--- config.mk ---
export PLATFORM = sky130hd
export DESIGN_NAME = midpoint_ellipse_span_fill_unit
export DESIGN_NICKNAME = d
export VERILOG_FILES = /design/src/sv/mesf_pkg.sv /design/src/sv/midpoint_ellipse_span_fill_unit.sv
export SDC_FILE = /design/constraint.sdc
export NUM_CORES = 2
export LEC_CHECK = 0
export BUFFER_PORTS_ARGS = -buffer_cell sky130_fd_sc_hd__buf_2
export CORE_ASPECT_RATIO = 0.5
export CORE_UTILIZATION = 59
export CTS_CLUSTER_SIZE = 24
export DETAILED_ROUTE_END_ITERATION = 7
export PLACE_DENSITY = 0.75
export SETUP_SLACK_MARGIN = 0.4
export SLEW_MARGIN = 20
export SYNTH_ARGS = -nofsm -noshare
export SYNTH_HDL_FRONTEND = slang
export SYNTH_SLANG_ARGS = --single-unit
--- constraint.sdc ---
create_clock -name clock -period 8.74 [get_ports clock]
set_input_delay 1.748 -clock clock [delete_from_list [all_inputs] [get_ports clock]]
set_output_delay 1.748 -clock clock [all_outputs]
set_load 0.02 [all_outputs]
--- src/sv/mesf_pkg.sv ---
// Shared types and constants of the midpoint ellipse span fill unit.
// Holds the control-word format and the sequencer program; the RTL
// module and the testbench import it. No dependencies.
package mesf_pkg;

   // Fixed port widths
   localparam int RADIUS_PORT_W = 8;
   localparam int COORD_PORT_W  = 9;
   localparam int COLOR_W       = 24;
   localparam int SPAN_W        = 11;
   localparam int LEN_W         = 9;
   localparam int CSR_DATA_W    = 24;
   localparam int CSR_INDEX_W   = 3;
   localparam int UPC_W         = 6;

   // Configuration register indexes
   localparam logic [CSR_INDEX_W-1:0] REG_RADIUS_ROWS  = 3'd0;
   localparam logic [CSR_INDEX_W-1:0] REG_RADIUS_COLS  = 3'd1;
   localparam logic [CSR_INDEX_W-1:0] REG_CENTER_ROW   = 3'd2;
   localparam logic [CSR_INDEX_W-1:0] REG_CENTER_COL   = 3'd3;
   localparam logic [CSR_INDEX_W-1:0] REG_TOP_COLOR    = 3'd4;
   localparam logic [CSR_INDEX_W-1:0] REG_BOTTOM_COLOR = 3'd5;
   localparam logic [CSR_INDEX_W-1:0] REG_SPLIT_ROW    = 3'd6;

   localparam logic [COORD_PORT_W-1:0] SPLIT_ROW_RESET = 9'd100;

   // Generator phase
   typedef enum logic [1:0] {
      PH_DONE,
      PH_R1,
      PH_R2
   } phase_type;

   // Jump conditions
   typedef enum logic [3:0] {
      COND_NEVER,
      COND_ALWAYS,
      COND_RESTART,
      COND_PH_DONE,
      COND_PH_R2,
      COND_IX_LT_IY,
      COND_Y_NEG,
      COND_DEC_NEG,
      COND_DEC_POS
   } cond_type;

   // ALU operand sources
   typedef enum logic [2:0] {
      SRC_ZERO,
      SRC_ACC,
      SRC_PROD,
      SRC_RR2,
      SRC_RC2,
      SRC_IX,
      SRC_IY,
      SRC_DEC
   } src_type;

   // ALU destinations
   typedef enum logic [2:0] {
      DST_NONE,
      DST_ACC,
      DST_IX,
      DST_IY,
      DST_DEC
   } dst_type;

   typedef enum logic [1:0] {
      ALU_ADD,
      ALU_SUB,
      ALU_QUARTER
   } alu_type;

   // Multiplier operand selects
   typedef enum logic [1:0] {
      MA_TX,
      MA_TY,
      MA_RR2,
      MA_RC2
   } mula_type;

   typedef enum logic [2:0] {
      MB_TX,
      MB_TY,
      MB_PROD,
      MB_RC,
      MB_RC2
   } mulb_type;

   // Result emission
   typedef enum logic [1:0] {
      EMIT_NONE,
      EMIT_UPPER,
      EMIT_LOWER,
      EMIT_DONE
   } emit_type;

   // One control word
   typedef struct packed {
      logic             wait_req;
      emit_type         emit;
      logic             mul_en;
      mula_type         mul_a;
      mulb_type         mul_b;
      alu_type          alu_op;
      src_type          src_a;
      src_type          src_b;
      logic [1:0]       sh_b;
      dst_type          dst;
      logic             x_inc;
      logic             y_dec;
      logic             xy_init;
      logic             phase_wr;
      phase_type        phase_val;
      cond_type         cond;
      logic [UPC_W-1:0] target;
   } ucode_type;

   // Program entry points
   localparam logic [UPC_W-1:0] A_WAIT  = 6'd0;
   localparam logic [UPC_W-1:0] A_R2CHK = 6'd11;
   localparam logic [UPC_W-1:0] A_EMIT  = 6'd12;
   localparam logic [UPC_W-1:0] A_R1A   = 6'd19;
   localparam logic [UPC_W-1:0] A_UPD2  = 6'd21;
   localparam logic [UPC_W-1:0] A_R2A   = 6'd26;
   localparam logic [UPC_W-1:0] A_DONE  = 6'd28;
   localparam logic [UPC_W-1:0] A_RST   = 6'd29;

   localparam ucode_type UC_NOP = '{
      wait_req:  1'b0,
      emit:      EMIT_NONE,
      mul_en:    1'b0,
      mul_a:     MA_TX,
      mul_b:     MB_TX,
      alu_op:    ALU_ADD,
      src_a:     SRC_ZERO,
      src_b:     SRC_ZERO,
      sh_b:      2'd0,
      dst:       DST_NONE,
      x_inc:     1'b0,
      y_dec:     1'b0,
      xy_init:   1'b0,
      phase_wr:  1'b0,
      phase_val: PH_DONE,
      cond:      COND_NEVER,
      target:    A_WAIT
   };

   // Sequencer program
   function automatic ucode_type ucode_rom(input logic [UPC_W-1:0] addr);
      ucode_type w;
      w = UC_NOP;
      unique case (addr)
         // wait for an item, restart goes to the init routine
         6'd0: begin
            w.wait_req = 1'b1;
            w.cond = COND_RESTART; w.target = A_RST;
         end
         // dispatch on phase
         6'd1: begin w.cond = COND_PH_DONE;  w.target = A_DONE;  end
         6'd2: begin w.cond = COND_PH_R2;    w.target = A_R2CHK; end
         6'd3: begin w.cond = COND_IX_LT_IY; w.target = A_EMIT;  end
         // region 2 decision: rc2*tx^2 + 4*rr2*ty^2 - 4*rr2*rc2, then /4
         6'd4: begin w.mul_en = 1'b1; w.mul_a = MA_TX; w.mul_b = MB_TX; end
         6'd5: begin w.mul_en = 1'b1; w.mul_a = MA_RC2; w.mul_b = MB_PROD; end
         6'd6: begin
            w.src_a = SRC_ZERO; w.src_b = SRC_PROD; w.dst = DST_ACC;
            w.mul_en = 1'b1; w.mul_a = MA_TY; w.mul_b = MB_TY;
         end
         6'd7: begin w.mul_en = 1'b1; w.mul_a = MA_RR2; w.mul_b = MB_PROD; end
         6'd8: begin
            w.src_a = SRC_ACC; w.src_b = SRC_PROD; w.sh_b = 2'd2; w.dst = DST_ACC;
            w.mul_en = 1'b1; w.mul_a = MA_RR2; w.mul_b = MB_RC2;
         end
         6'd9: begin
            w.alu_op = ALU_SUB; w.src_a = SRC_ACC; w.src_b = SRC_PROD;
            w.sh_b = 2'd2; w.dst = DST_ACC;
         end
         6'd10: begin
            w.alu_op = ALU_QUARTER; w.src_a = SRC_ACC; w.dst = DST_DEC;
            w.phase_wr = 1'b1; w.phase_val = PH_R2;
         end
         6'd11: begin w.cond = COND_Y_NEG; w.target = A_DONE; end
         // two spans
         6'd12: begin w.emit = EMIT_UPPER; end
         6'd13: begin
            w.emit = EMIT_LOWER;
            w.cond = COND_PH_R2; w.target = A_UPD2;
         end
         // region 1 update
         6'd14: begin
            w.x_inc = 1'b1;
            w.src_a = SRC_IX; w.src_b = SRC_RC2; w.sh_b = 2'd1; w.dst = DST_IX;
            w.cond = COND_DEC_NEG; w.target = A_R1A;
         end
         6'd15: begin
            w.y_dec = 1'b1;
            w.alu_op = ALU_SUB; w.src_a = SRC_IY; w.src_b = SRC_RR2;
            w.sh_b = 2'd1; w.dst = DST_IY;
         end
         6'd16: begin
            w.alu_op = ALU_SUB; w.src_a = SRC_IX; w.src_b = SRC_IY; w.dst = DST_ACC;
         end
         6'd17: begin w.src_a = SRC_ACC; w.src_b = SRC_RC2; w.dst = DST_ACC; end
         6'd18: begin
            w.src_a = SRC_DEC; w.src_b = SRC_ACC; w.dst = DST_DEC;
            w.cond = COND_ALWAYS; w.target = A_WAIT;
         end
         6'd19: begin w.src_a = SRC_IX; w.src_b = SRC_RC2; w.dst = DST_ACC; end
         6'd20: begin
            w.src_a = SRC_DEC; w.src_b = SRC_ACC; w.dst = DST_DEC;
            w.cond = COND_ALWAYS; w.target = A_WAIT;
         end
         // region 2 update
         6'd21: begin
            w.y_dec = 1'b1;
            w.alu_op = ALU_SUB; w.src_a = SRC_IY; w.src_b = SRC_RR2;
            w.sh_b = 2'd1; w.dst = DST_IY;
            w.cond = COND_DEC_POS; w.target = A_R2A;
         end
         6'd22: begin
            w.x_inc = 1'b1;
            w.src_a = SRC_IX; w.src_b = SRC_RC2; w.sh_b = 2'd1; w.dst = DST_IX;
         end
         6'd23: begin
            w.alu_op = ALU_SUB; w.src_a = SRC_IX; w.src_b = SRC_IY; w.dst = DST_ACC;
         end
         6'd24: begin w.src_a = SRC_ACC; w.src_b = SRC_RR2; w.dst = DST_ACC; end
         6'd25: begin
            w.src_a = SRC_DEC; w.src_b = SRC_ACC; w.dst = DST_DEC;
            w.cond = COND_ALWAYS; w.target = A_WAIT;
         end
         6'd26: begin
            w.alu_op = ALU_SUB; w.src_a = SRC_RR2; w.src_b = SRC_IY; w.dst = DST_ACC;
         end
         6'd27: begin
            w.src_a = SRC_DEC; w.src_b = SRC_ACC; w.dst = DST_DEC;
            w.cond = COND_ALWAYS; w.target = A_WAIT;
         end
         // finished ellipse
         6'd28: begin
            w.emit = EMIT_DONE;
            w.phase_wr = 1'b1; w.phase_val = PH_DONE;
            w.cond = COND_ALWAYS; w.target = A_WAIT;
         end
         // restart: x=0, y=rc, ix=0, iy=2*rr2*rc, dec=(4rc2-4rr2*rc+rr2)/4
         6'd29: begin
            w.mul_en = 1'b1; w.mul_a = MA_RR2; w.mul_b = MB_RC;
            w.xy_init = 1'b1;
            w.src_a = SRC_ZERO; w.src_b = SRC_ZERO; w.dst = DST_IX;
         end
         6'd30: begin
            w.src_a = SRC_ZERO; w.src_b = SRC_PROD; w.sh_b = 2'd1; w.dst = DST_IY;
         end
         6'd31: begin
            w.src_a = SRC_RR2; w.src_b = SRC_RC2; w.sh_b = 2'd2; w.dst = DST_ACC;
         end
         6'd32: begin
            w.alu_op = ALU_SUB; w.src_a = SRC_ACC; w.src_b = SRC_PROD;
            w.sh_b = 2'd2; w.dst = DST_ACC;
         end
         6'd33: begin
            w.alu_op = ALU_QUARTER; w.src_a = SRC_ACC; w.dst = DST_DEC;
            w.phase_wr = 1'b1; w.phase_val = PH_R1;
            w.cond = COND_ALWAYS; w.target = A_WAIT;
         end
         default: begin
            w.cond = COND_ALWAYS; w.target = A_WAIT;
         end
      endcase
      return w;
   endfunction

endpackage

--- src/sv/midpoint_ellipse_span_fill_unit.sv ---
// Filled-ellipse span generator, two-region midpoint ellipse stepping.
// A microcoded sequencer (program in mesf_pkg) drives one multiplier,
// one adder and the state registers. Depends on mesf_pkg.
//
//  channel  direction  handshake            payload
//  req      in         req_valid/req_stall  req_restart
//  rsp      out        rsp_valid/rsp_stall  rsp_span_row, rsp_span_first_col,
//                                           rsp_span_len, rsp_span_color,
//                                           rsp_last, rsp_done_res
//  csr      in         csr_wr_en            csr_index, csr_wdata
//
// One item at a time; the sequencer walks its program one control word per
// cycle while no wait or emit step holds it, so the time per item follows the
// path taken: restart, a finished ellipse (also the region 2 step that finds
// y below zero), a region 2 step, a region 1 step, and the region 2 decision
// on the step that enters region 2. The shared multiplier sets the length of
// the initialization routines. rsp is a single output register: a stalled
// result holds the sequencer at its next emit step. Synchronous reset.
module midpoint_ellipse_span_fill_unit #(
   parameter int COORD_BITS  = 10,
   parameter int RADIUS_BITS = 8
) (
   input  logic                                     clock,
   input  logic                                     reset,
   // item input
   input  logic                                     req_valid,
   output logic                                     req_stall,
   input  logic                                     req_restart,
   // span results
   output logic                                     rsp_valid,
   input  logic                                     rsp_stall,
   output logic signed [mesf_pkg::SPAN_W-1:0]       rsp_span_row,
   output logic signed [mesf_pkg::SPAN_W-1:0]       rsp_span_first_col,
   output logic        [mesf_pkg::LEN_W-1:0]        rsp_span_len,
   output logic        [mesf_pkg::COLOR_W-1:0]      rsp_span_color,
   output logic                                     rsp_last,
   output logic                                     rsp_done_res,
   // register writes
   input  logic                                     csr_wr_en,
   input  logic        [mesf_pkg::CSR_INDEX_W-1:0]  csr_index,
   input  logic        [mesf_pkg::CSR_DATA_W-1:0]   csr_wdata
);
   import mesf_pkg::*;

   // Widths
   localparam int RW     = (RADIUS_BITS < RADIUS_PORT_W) ? RADIUS_BITS : RADIUS_PORT_W;
   localparam int SW     = 2 * RW;
   localparam int XW     = COORD_BITS - 1;
   localparam int YW     = RW + 2;
   localparam int TXW    = XW + 1;
   localparam int MA_M1  = (SW > TXW) ? SW : TXW;
   localparam int MAW    = ((MA_M1 > YW) ? MA_M1 : YW) + 1;
   localparam int SQW    = (2 * TXW > 2 * YW) ? 2 * TXW : 2 * YW;
   localparam int MBW    = ((SQW > SW) ? SQW : SW) + 1;
   localparam int PW     = MAW + MBW;
   localparam int DW0    = SW + SQW + 4;
   localparam int DW     = (DW0 > PW + 3) ? DW0 : PW + 3;
   localparam int IW     = SW + ((XW > RW) ? XW : RW) + 3;
   localparam int RSUM_W = ((XW > COORD_PORT_W) ? XW : COORD_PORT_W) + 2;
   localparam int CSUM_W = ((YW > COORD_PORT_W + 1) ? YW : COORD_PORT_W + 1) + 1;

   // Configuration registers
   logic [RW-1:0]           radius_rows_ff, radius_cols_ff;
   logic [COORD_PORT_W-1:0] center_row_ff, center_col_ff, split_row_ff;
   logic [COLOR_W-1:0]      top_color_ff, bottom_color_ff;
   logic [SW-1:0]           rr2_ff, rc2_ff;

   // Sequencer and datapath state
   logic [UPC_W-1:0]        upc_ff, upc_in;
   ucode_type               ctl;
   logic                    step_go;
   logic                    cond_true;
   phase_type               phase_ff, phase_in;
   logic [XW-1:0]           x_ff, x_in;
   logic signed [YW-1:0]    y_ff, y_in;
   logic signed [IW-1:0]    ix_ff, ix_in, iy_ff, iy_in;
   logic signed [DW-1:0]    dec_ff, dec_in, acc_ff, acc_in;
   logic signed [PW-1:0]    prod_ff, prod_in;

   // Datapath signals
   logic [TXW-1:0]          tx;
   logic signed [YW-1:0]    ty;
   logic signed [MAW-1:0]   mul_a;
   logic signed [MBW-1:0]   mul_b;
   logic signed [DW-1:0]    opa, opb, opb_sh, alu_bias, alu_res;

   // Output register
   logic                    out_free;
   logic                    rsp_valid_ff, rsp_valid_in;
   logic signed [SPAN_W-1:0] rsp_row_ff, rsp_row_in, rsp_col_ff, rsp_col_in;
   logic [LEN_W-1:0]        rsp_len_ff, rsp_len_in;
   logic [COLOR_W-1:0]      rsp_color_ff, rsp_color_in;
   logic                    rsp_last_ff, rsp_last_in, rsp_done_ff, rsp_done_in;
   logic signed [RSUM_W-1:0] row_up, row_dn, row_sel;
   logic [CSUM_W-1:0]       col_wide;

   assign ctl = ucode_rom(upc_ff);

   // Step handshake: wait steps take an item, emit steps need the output slot
   assign out_free  = !rsp_valid_ff || !rsp_stall;
   assign req_stall = !ctl.wait_req;

   always_comb begin
      step_go = 1'b1;
      if (ctl.wait_req) begin
         step_go = req_valid;
      end else if (ctl.emit != EMIT_NONE) begin
         step_go = out_free;
      end
   end

   // Jump condition
   always_comb begin
      unique case (ctl.cond)
         COND_NEVER:    cond_true = 1'b0;
         COND_ALWAYS:   cond_true = 1'b1;
         COND_RESTART:  cond_true = req_restart;
         COND_PH_DONE:  cond_true = (phase_ff == PH_DONE);
         COND_PH_R2:    cond_true = (phase_ff == PH_R2);
         COND_IX_LT_IY: cond_true = (ix_ff < iy_ff);
         COND_Y_NEG:    cond_true = y_ff[YW-1];
         COND_DEC_NEG:  cond_true = dec_ff[DW-1];
         COND_DEC_POS:  cond_true = !dec_ff[DW-1] && (dec_ff != '0);
         default:       cond_true = 1'b0;
      endcase
   end

   always_comb begin
      upc_in = upc_ff;
      if (step_go) begin
         upc_in = cond_true ? ctl.target : upc_ff + UPC_W'(1);
      end
   end

   // Multiplier operands: tx = 2x+1, ty = y-1
   assign tx = {x_ff, 1'b1};
   assign ty = y_ff - YW'(1);

   always_comb begin
      unique case (ctl.mul_a)
         MA_TX:   mul_a = signed'(MAW'(tx));
         MA_TY:   mul_a = MAW'(ty);
         MA_RR2:  mul_a = signed'(MAW'(rr2_ff));
         MA_RC2:  mul_a = signed'(MAW'(rc2_ff));
         default: mul_a = '0;
      endcase
      unique case (ctl.mul_b)
         MB_TX:   mul_b = signed'(MBW'(tx));
         MB_TY:   mul_b = MBW'(ty);
         MB_PROD: mul_b = MBW'(prod_ff);
         MB_RC:   mul_b = signed'(MBW'(radius_cols_ff));
         MB_RC2:  mul_b = signed'(MBW'(rc2_ff));
         default: mul_b = '0;
      endcase
   end

   assign prod_in = (step_go && ctl.mul_en) ? mul_a * mul_b : prod_ff;

   // ALU operand selection
   always_comb begin
      unique case (ctl.src_a)
         SRC_ZERO: opa = '0;
         SRC_ACC:  opa = acc_ff;
         SRC_PROD: opa = DW'(prod_ff);
         SRC_RR2:  opa = signed'(DW'(rr2_ff));
         SRC_RC2:  opa = signed'(DW'(rc2_ff));
         SRC_IX:   opa = DW'(ix_ff);
         SRC_IY:   opa = DW'(iy_ff);
         SRC_DEC:  opa = dec_ff;
         default:  opa = '0;
      endcase
      unique case (ctl.src_b)
         SRC_ZERO: opb = '0;
         SRC_ACC:  opb = acc_ff;
         SRC_PROD: opb = DW'(prod_ff);
         SRC_RR2:  opb = signed'(DW'(rr2_ff));
         SRC_RC2:  opb = signed'(DW'(rc2_ff));
         SRC_IX:   opb = DW'(ix_ff);
         SRC_IY:   opb = DW'(iy_ff);
         SRC_DEC:  opb = dec_ff;
         default:  opb = '0;
      endcase
   end

   // ALU: add, subtract, or divide by 4 rounding toward zero
   assign opb_sh   = opb <<< ctl.sh_b;
   assign alu_bias = opa + (opa[DW-1] ? DW'(3) : DW'(0));

   always_comb begin
      unique case (ctl.alu_op)
         ALU_ADD:     alu_res = opa + opb_sh;
         ALU_SUB:     alu_res = opa - opb_sh;
         ALU_QUARTER: alu_res = alu_bias >>> 2;
         default:     alu_res = opa;
      endcase
   end

   // Register writes of the step
   always_comb begin
      acc_in   = acc_ff;
      ix_in    = ix_ff;
      iy_in    = iy_ff;
      dec_in   = dec_ff;
      x_in     = x_ff;
      y_in     = y_ff;
      phase_in = phase_ff;
      if (step_go) begin
         case (ctl.dst)
            DST_ACC: acc_in = alu_res;
            DST_IX:  ix_in  = IW'(alu_res);
            DST_IY:  iy_in  = IW'(alu_res);
            DST_DEC: dec_in = alu_res;
            default: ;
         endcase
         if (ctl.xy_init) begin
            x_in = '0;
            y_in = signed'(YW'(radius_cols_ff));
         end else begin
            if (ctl.x_inc) x_in = x_ff + XW'(1);
            if (ctl.y_dec) y_in = y_ff - YW'(1);
         end
         if (ctl.phase_wr) phase_in = ctl.phase_val;
      end
   end

   // Span fields
   assign row_up   = RSUM_W'(center_row_ff) + RSUM_W'(x_ff);
   assign row_dn   = RSUM_W'(center_row_ff) - RSUM_W'(x_ff);
   assign row_sel  = (ctl.emit == EMIT_LOWER) ? row_dn : row_up;
   assign col_wide = CSUM_W'(center_col_ff) - CSUM_W'(y_ff);

   always_comb begin
      rsp_valid_in = rsp_valid_ff;
      rsp_row_in   = rsp_row_ff;
      rsp_col_in   = rsp_col_ff;
      rsp_len_in   = rsp_len_ff;
      rsp_color_in = rsp_color_ff;
      rsp_last_in  = rsp_last_ff;
      rsp_done_in  = rsp_done_ff;
      if (step_go && ctl.emit != EMIT_NONE) begin
         rsp_valid_in = 1'b1;
         if (ctl.emit == EMIT_DONE) begin
            rsp_row_in   = '0;
            rsp_col_in   = '0;
            rsp_len_in   = '0;
            rsp_color_in = '0;
            rsp_last_in  = 1'b1;
            rsp_done_in  = 1'b1;
         end else begin
            rsp_row_in   = SPAN_W'(row_sel);
            rsp_col_in   = signed'(SPAN_W'(col_wide));
            rsp_len_in   = LEN_W'(y_ff) << 1;
            rsp_color_in = (row_sel < signed'(RSUM_W'(split_row_ff))) ?
                           top_color_ff : bottom_color_ff;
            rsp_last_in  = (ctl.emit == EMIT_LOWER);
            rsp_done_in  = 1'b0;
         end
      end else if (!rsp_stall) begin
         rsp_valid_in = 1'b0;
      end
   end

   // State
   always_ff @(posedge clock) begin
      // squares follow the radius registers
      rr2_ff <= SW'(radius_rows_ff) * SW'(radius_rows_ff);
      rc2_ff <= SW'(radius_cols_ff) * SW'(radius_cols_ff);
      // datapath payload
      acc_ff       <= acc_in;
      prod_ff      <= prod_in;
      rsp_row_ff   <= rsp_row_in;
      rsp_col_ff   <= rsp_col_in;
      rsp_len_ff   <= rsp_len_in;
      rsp_color_ff <= rsp_color_in;
      rsp_last_ff  <= rsp_last_in;
      rsp_done_ff  <= rsp_done_in;
      if (reset) begin
         radius_rows_ff  <= RW'(1);
         radius_cols_ff  <= RW'(1);
         center_row_ff   <= '0;
         center_col_ff   <= '0;
         top_color_ff    <= '0;
         bottom_color_ff <= '0;
         split_row_ff    <= SPLIT_ROW_RESET;
         upc_ff          <= A_WAIT;
         phase_ff        <= PH_DONE;
         x_ff            <= '0;
         y_ff            <= '0;
         ix_ff           <= '0;
         iy_ff           <= '0;
         dec_ff          <= '0;
         rsp_valid_ff    <= 1'b0;
      end else begin
         if (csr_wr_en) begin
            case (csr_index)
               REG_RADIUS_ROWS:  radius_rows_ff  <= csr_wdata[RW-1:0];
               REG_RADIUS_COLS:  radius_cols_ff  <= csr_wdata[RW-1:0];
               REG_CENTER_ROW:   center_row_ff   <= csr_wdata[COORD_PORT_W-1:0];
               REG_CENTER_COL:   center_col_ff   <= csr_wdata[COORD_PORT_W-1:0];
               REG_TOP_COLOR:    top_color_ff    <= csr_wdata[COLOR_W-1:0];
               REG_BOTTOM_COLOR: bottom_color_ff <= csr_wdata[COLOR_W-1:0];
               REG_SPLIT_ROW:    split_row_ff    <= csr_wdata[COORD_PORT_W-1:0];
               default: ;
            endcase
         end
         upc_ff       <= upc_in;
         phase_ff     <= phase_in;
         x_ff         <= x_in;
         y_ff         <= y_in;
         ix_ff        <= ix_in;
         iy_ff        <= iy_in;
         dec_ff       <= dec_in;
         rsp_valid_ff <= rsp_valid_in;
      end
   end

   assign rsp_valid          = rsp_valid_ff;
   assign rsp_span_row       = rsp_row_ff;
   assign rsp_span_first_col = rsp_col_ff;
   assign rsp_span_len       = rsp_len_ff;
   assign rsp_span_color     = rsp_color_ff;
   assign rsp_last           = rsp_last_ff;
   assign rsp_done_res       = rsp_done_ff;

endmodule

* After elaboration in Yosys (flattened, before gate mapping)
Cells that the tools add are included.
** Storage, ports and cells
- Register bits after elaboration :: 384
- Bits of input ports :: 33
- Output and inout port bits :: 59
- Logic and storage cells :: 204
** Cells by class
- Add/subtract/negate cells :: 9
- Multiply operators :: 3
- Magnitude comparators :: 2
- Eq/ne operators :: 78
- Shift operators :: 1
- Muxes and demuxes :: 32
- Reduce and logical (&&, ||, !) cells :: 53
** Operators with widths (count)
- 41-bit case mux with 8 select lines :: 2
- 41-bit case mux with 3 select lines :: 1
- 21-bit case mux with 5 select lines :: 1
- 6-bit by 5-bit == test with 1-bit output, second input constant :: 16
- 10-bit case mux with 9 select lines :: 1
- 17-bit case mux with 4 select lines :: 1
- 6-bit by 4-bit == test with 1-bit output, second input constant :: 8
- 41-bit by 3-bit adder with 41-bit output :: 1
- 41-bit adder :: 1
- 41-bit nonzero test :: 1
- 41-bit by 2-bit <<< shifter with 41-bit output :: 1
- 41-bit subtractor :: 1
- 3-bit == test, second input constant :: 13
- 17-bit by 21-bit multiplier with 38-bit output :: 1
- 6-bit case mux with 6 select lines :: 1
- 8-bit by 8-bit multiplier with 16-bit output :: 2
- 3-bit by 2-bit == test with 1-bit output, second input constant :: 10
- 3-bit case mux with 5 select lines :: 2
- 28-bit < comparator :: 1
- 2-bit AND reduction :: 14
- 6-bit by 3-bit == test with 1-bit output, second input constant :: 4
- 24-bit two-way mux :: 1
- 10-bit two-way mux :: 2
- 20-bit OR reduction :: 1
- other kinds (42) :: 91

* Depth between registers and ports, before layout
- Depth after elaboration :: 8
- Depth in mapped cells :: 40
- Depth with buffers taken out :: 39

* Worst setup path after synthesis
OpenSTA, ideal clock, no wires.
- Kind :: flip-flop to flip-flop
- Start :: register upc_ff[0]
- End :: register prod_ff[36] (data pin)
- Setup time :: 0.258 ns
- Arrival :: 9.081 ns
- Data required time :: 8.482 ns
- Path slack :: -0.598 ns
- Cell stages (with the launch flop) :: 38
- Path buffers :: 2
- Period minus slack after synthesis :: 9.338 ns
- Cells stage by stage :: dfxtp_1 > inv_1 > ha_1 > and3b_1 > and2_1 > clkbuf_1 > nor3_1 > nand3_1 > a21oi_1 > nor3_1 > a21oi_1 > clkbuf_1 > nand2_1 > fa_1 > inv_1 > fa_1 > fa_1 > inv_1 > [... 2 more ...] > fa_1 > inv_1 > fa_1 > inv_1 > ha_1 > a21oi_1 > o21ai_0 > nor4b_1 > a21oi_1 > o211a_1 > o31ai_1 > a21oi_1 > or2_2 > a311o_1 > a41oi_1 > o21ai_0 > a21oi_1 > xnor2_1
** Between the ends
- Word-level cells in the longest chain between the ends :: 5
- Elaborated cells on any way between the ends :: 19
- Classes of those cells :: 1 x mul; 13 x eq/ne; 3 x mux; 2 x reduce/logical
** RTL lines
- start: declaration :: RTL line midpoint_ellipse_span_fill_unit.sv:69 : logic [UPC_W-1:0] upc_ff, upc_in;
- start signal: assignment :: RTL line midpoint_ellipse_span_fill_unit.sv:306 : upc_ff <= upc_in;
- 6-bit by 5-bit == test with 1-bit output, or another cell as far along :: RTL line mesf_pkg.sv:153 : unique case (addr)
- 6-bit case mux with 6 select lines * :: RTL line mesf_pkg.sv:153
- 3-bit == test, or another cell as far along :: RTL line midpoint_ellipse_span_fill_unit.sv:147 : unique case (ctl.mul_b)
- 21-bit case mux with 5 select lines / 17-bit case mux with 4 select lines (equally long branches) :: RTL line midpoint_ellipse_span_fill_unit.sv:147, midpoint_ellipse_span_fill_unit.sv:140
- 17-bit by 21-bit multiplier with 38-bit output * :: RTL line midpoint_ellipse_span_fill_unit.sv:157 : assign prod_in = (step_go && ctl.mul_en) ? mul_a * mul_b : prod_ff;
- end signal: assignment :: RTL line midpoint_ellipse_span_fill_unit.sv:270 : prod_ff <= prod_in;
- end: declaration :: RTL line midpoint_ellipse_span_fill_unit.sv:78 : logic signed [PW-1:0] prod_ff, prod_in;
Mark *: on every way between the ends. The rest lies on a longest branch, timed or not.
A chain may end at the register's enable or synchronous reset.

* Worst setup path after layout
- Start :: register upc_ff[5]
- End :: register prod_ff[36] (data pin)
Same word-level chain as after synthesis.

==> impl_metrics.sql <==
INSERT INTO impl_metrics (metric_group, metric, value, unit) VALUES
('final_layout', 'final_design_area_no_fill', '47100', 'µm²'),
('final_layout', 'areaGrowthSynthToFinish', '14.7', '%'),
('critical_path', 'required', '9.07', 'ns'),
('run', 'maxCapViolations', '0', ''),
('critical_path', 'worst_path_most_repeated_cell', 'sky130_fd_sc_hd__fa_1', ''),
('yosys', 'ys.flop_type', 'sky130_fd_sc_hd__dfxtp_1', ''),
('global_routing', 'grt_overflow_total', '0', ''),
('final_layout', 'area_occupied_by_registers', '9000', 'µm²'),
('timing', 'rsz_0062_raised_after_global_routing', 'yes', ''),
('critical_path', 'launching_element_type_of_the_critical_path', 'flop', ''),
('route', 'wl_met2', '61100', 'µm'),
('clock_network', 'clockRootBuffer', 'sky130_fd_sc_hd__clkbuf_16', ''),
('yosys', 'mappedNetlistArea', '41000', 'µm²'),
('final_layout', 'multi_input_area', '29800', 'µm²'),
('yosys', 'synth_simple_gate_area_share', '18.1', '%'),
('final_layout', 'fin_nets', '5899', ''),
('yosys', 'synth.top_cells.by_area', 'sky130_fd_sc_hd__fa_1, sky130_fd_sc_hd__dfxtp_1, sky130_fd_sc_hd__edfxtp_1, sky130_fd_sc_hd__ha_1, sky130_fd_sc_hd__nand2_1', ''),
('die', 'std_cell_rows', '67', ''),
('yosys', 'yosysWarningCount', '0', ''),
('clock_network', 'cts.htree.levels', '2', ''),
('yosys', 'synthMuxAreaShare', '2.46', '%'),
('yosys', 'synth_xor_area_share', '3.93', '%'),
('critical_path', 'crit_buf_inv', '9', ''),
('clock_network', 'cts_buffers', '39', ''),
('clock_network', 'cts_tree', 'done', ''),
('clock_network', 'numClockSinks', '381', ''),
('timing', 'max_slew.worst_pin.slew', '1.17', 'ns'),
('die', 'fp.dieW', '375', 'µm'),
('timing', 'timing.max_slew.rel_slack', '21.3', '%'),
('power', 'powerDensity', '328', 'nW/µm²'),
('final_layout', 'diode_insertion_count_for_antenna_repair', '0', ''),
('yosys', 'netlist.top_cell.by_area', 'sky130_fd_sc_hd__fa_1', ''),
('critical_path', 'path_delay_family', 'adder cells', ''),
('timing', 'final_hold_viol_count', '0', ''),
('critical_path', 'critical-path-max-stage-delay', '0.56', 'ns'),
('yosys', 'synth_top_family_by_area', 'adder cells', ''),
('die', 'num_io_pins', '92', ''),
('global_routing', 'grt_pass1_wl', '228000', 'µm'),
('placement', 'port_buffers', '90', ''),
('clock_network', 'cts.path.max_buffers', '3', ''),
('timing', 'min_period_over_period', '96.1', '%'),
('global_routing', 'maximum_number_of_pins_on_one_net_before_global_route_repair', '107', ''),
('route', 'route.detailed.vias_per_inst', '6.38', ''),
('final_layout', 'drive_above_1_share', '14.3', '%'),
('route', 'met3_wirelength_from_detailed_routing', '24300', 'µm'),
('yosys', 'yosysMostFrequentCell', 'sky130_fd_sc_hd__nand2_1', ''),
('placement', 'place.gp.congestion', '1.08', ''),
('critical_path', 'worstPathArrival', '8.73', 'ns'),
('final_layout', 'fillers', '5516', ''),
('global_routing', 'antenna_found_initial', '6', ''),
('die', 'initial_utilization', '60.4', '%'),
('critical_path', 'critPathMaxFanout', '9', ''),
('route', 'starting_drt_drc_count', '4947', ''),
('yosys', 'area_share_of_the_largest_cell_type_after_synthesis', '20.0', '%'),
('die', 'die_h', '188', 'µm'),
('yosys', 'synth-compound-area-share', '17.7', '%'),
('placement', 'post-dp-hpwl', '119000', 'µm'),
('clock_network', 'ctsHoldBuffers', '0', ''),
('status', 'status', 'finished, final reports clean', ''),
('hold_path', 'hold_class', 'flop to flop', ''),
('critical_path', 'critPathCaptureType', 'flop', ''),
('route', 'drt_pre_antenna_iters', '7', ''),
('power', 'leakagePower', '21.0', 'nW'),
('timing', 'final_report_setup_violation_count', '0', ''),
('yosys', 'postSynthRegisterBits', '381', ''),
('route', 'length_of_routed_wiring_on_met1', '61400', 'µm'),
('yosys', 'synth_commonest_cells', 'sky130_fd_sc_hd__nand2_1, sky130_fd_sc_hd__inv_1, sky130_fd_sc_hd__nor2_1', ''),
('yosys', 'synth_area_per_cell', '8.32', 'µm²'),
('route', 'route.antenna.remaining_nets', '0', ''),
('critical_path', 'timing_worst_setup_path_type', 'flop to flop', ''),
('placement', 'detailed_place.area', '44300', 'µm²');
[worst register-to-register path, delay by kind of cell (launching register included)]
family                     cells  cell delay (ns)
AOI/OAI and AO/OA             12             2.14
xor gates and xnor gates       1             0.09
adders and majority gates      7             3.03
DFF                            1             0.37
muxes                          1             0.35
buffers and inverters          9             1.11
and+or+nand+nor                7             1.03
[metal layers]
layer / global-route usage, % / vias up
li1: - / 17200
met1: 59.2 / 19000
met2: 60.6 / 2451
met3: 16.9 / 409
met4: 11.9 / 12
met5: 0.741 / -
[flip-flops by register name (all words and copies together), names as in the netlist, 15 cells and up]
register	cells
top_color_ff	24
prod_ff	38
iy_ff	28
dec_ff	41
rr2_ff	15
ix_ff	28
acc_ff	41
rc2_ff	15
bottom_color_ff	24
rsp_span_color	24
[final cells by class]
type	count	share of cell area, %
Multi-Input combinational cell	3742	63.3
Clock inverter	27	0.635
Tap cell	897	2.38
Sequential cell	381	19.1
Timing Repair Buffer	453	7.74
Inverter	576	4.62
Clock buffer	45	2.18
[where the power goes]
part / switching, mW / total [mW] / internal, mW
clock: 0.839 / 1.80 / 0.962
sequential: 0.389 / 2.83 / 2.44
combinational: 6.87 / 10.8 / 3.93
total: 8.10 / 15.4 / 7.33
[worst paths after layout]
kind | start | endpoint | slack [ns] | cells past startpoint
worst min-delay path | top_color_ff[9] | top_color_ff[9] | 0.46 | 2
worst max register to register | upc_ff[5] | prod_ff[36] | 0.34 | 37
worst min register to register | top_color_ff[9] | top_color_ff[9] | 0.46 | 2
worst max-delay path | upc_ff[5] | prod_ff[36] | 0.34 | 37
[cells in the final DEF, fill, tap and decap left out, drive strengths merged, types with 78 or more instances in the layout]
cell    synthesis  final
a21oi         343    343
fa            410    410
dfxtp         246    246
buf            60    446
o21ai         162    162
inv           574    581
edfxtp        135    135
xnor2         130    130
ha            263    263
a211oi         84     84
nor3           78     78
mux2i          82     82
nor2          542    542
nand2         695    695
[per-stage QoR]
step | setup slack (ns) | hold slack, ns | TNS (ns) | power (mW) | std cells
finish | 0.341 | 0.457 | 0 | 15.4 | 6121
global route | 0.121 | 0.477 | 0 | 16.2 | 6121
CTS | 0.312 | 0.456 | 0 | 14.7 | 6074
detailed placement | -0.0654 | 0.447 | -0.0818 | 12.8 | 5983
global placement | 0.0201 | 0.441 | 0 | 12.7 | 5983
floorplan | 0.468 | 0.329 | 0 | 9.29 | 4945
[kinds of logic after synthesis]
| kind of cell | Yosys count |
|---|---|
| fa+ha+maj | 673 |
| flops | 381 |
| simple gates | 1686 |
| xor+xnor | 184 |
| buf+inv | 822 |
| mux | 97 |
| compound gates | 1090 |
| other cells | 2 |
[what timing repair did]
item	CTS	global route
pin swaps	25	45
gates cloned	1	7
buffers inserted	18	39
gates resized for setup	51	137
endpoints found under the hold margin	0	0
endpoints found under the setup margin	8	52
Note: power is estimated with default switching activity, not from simulation.
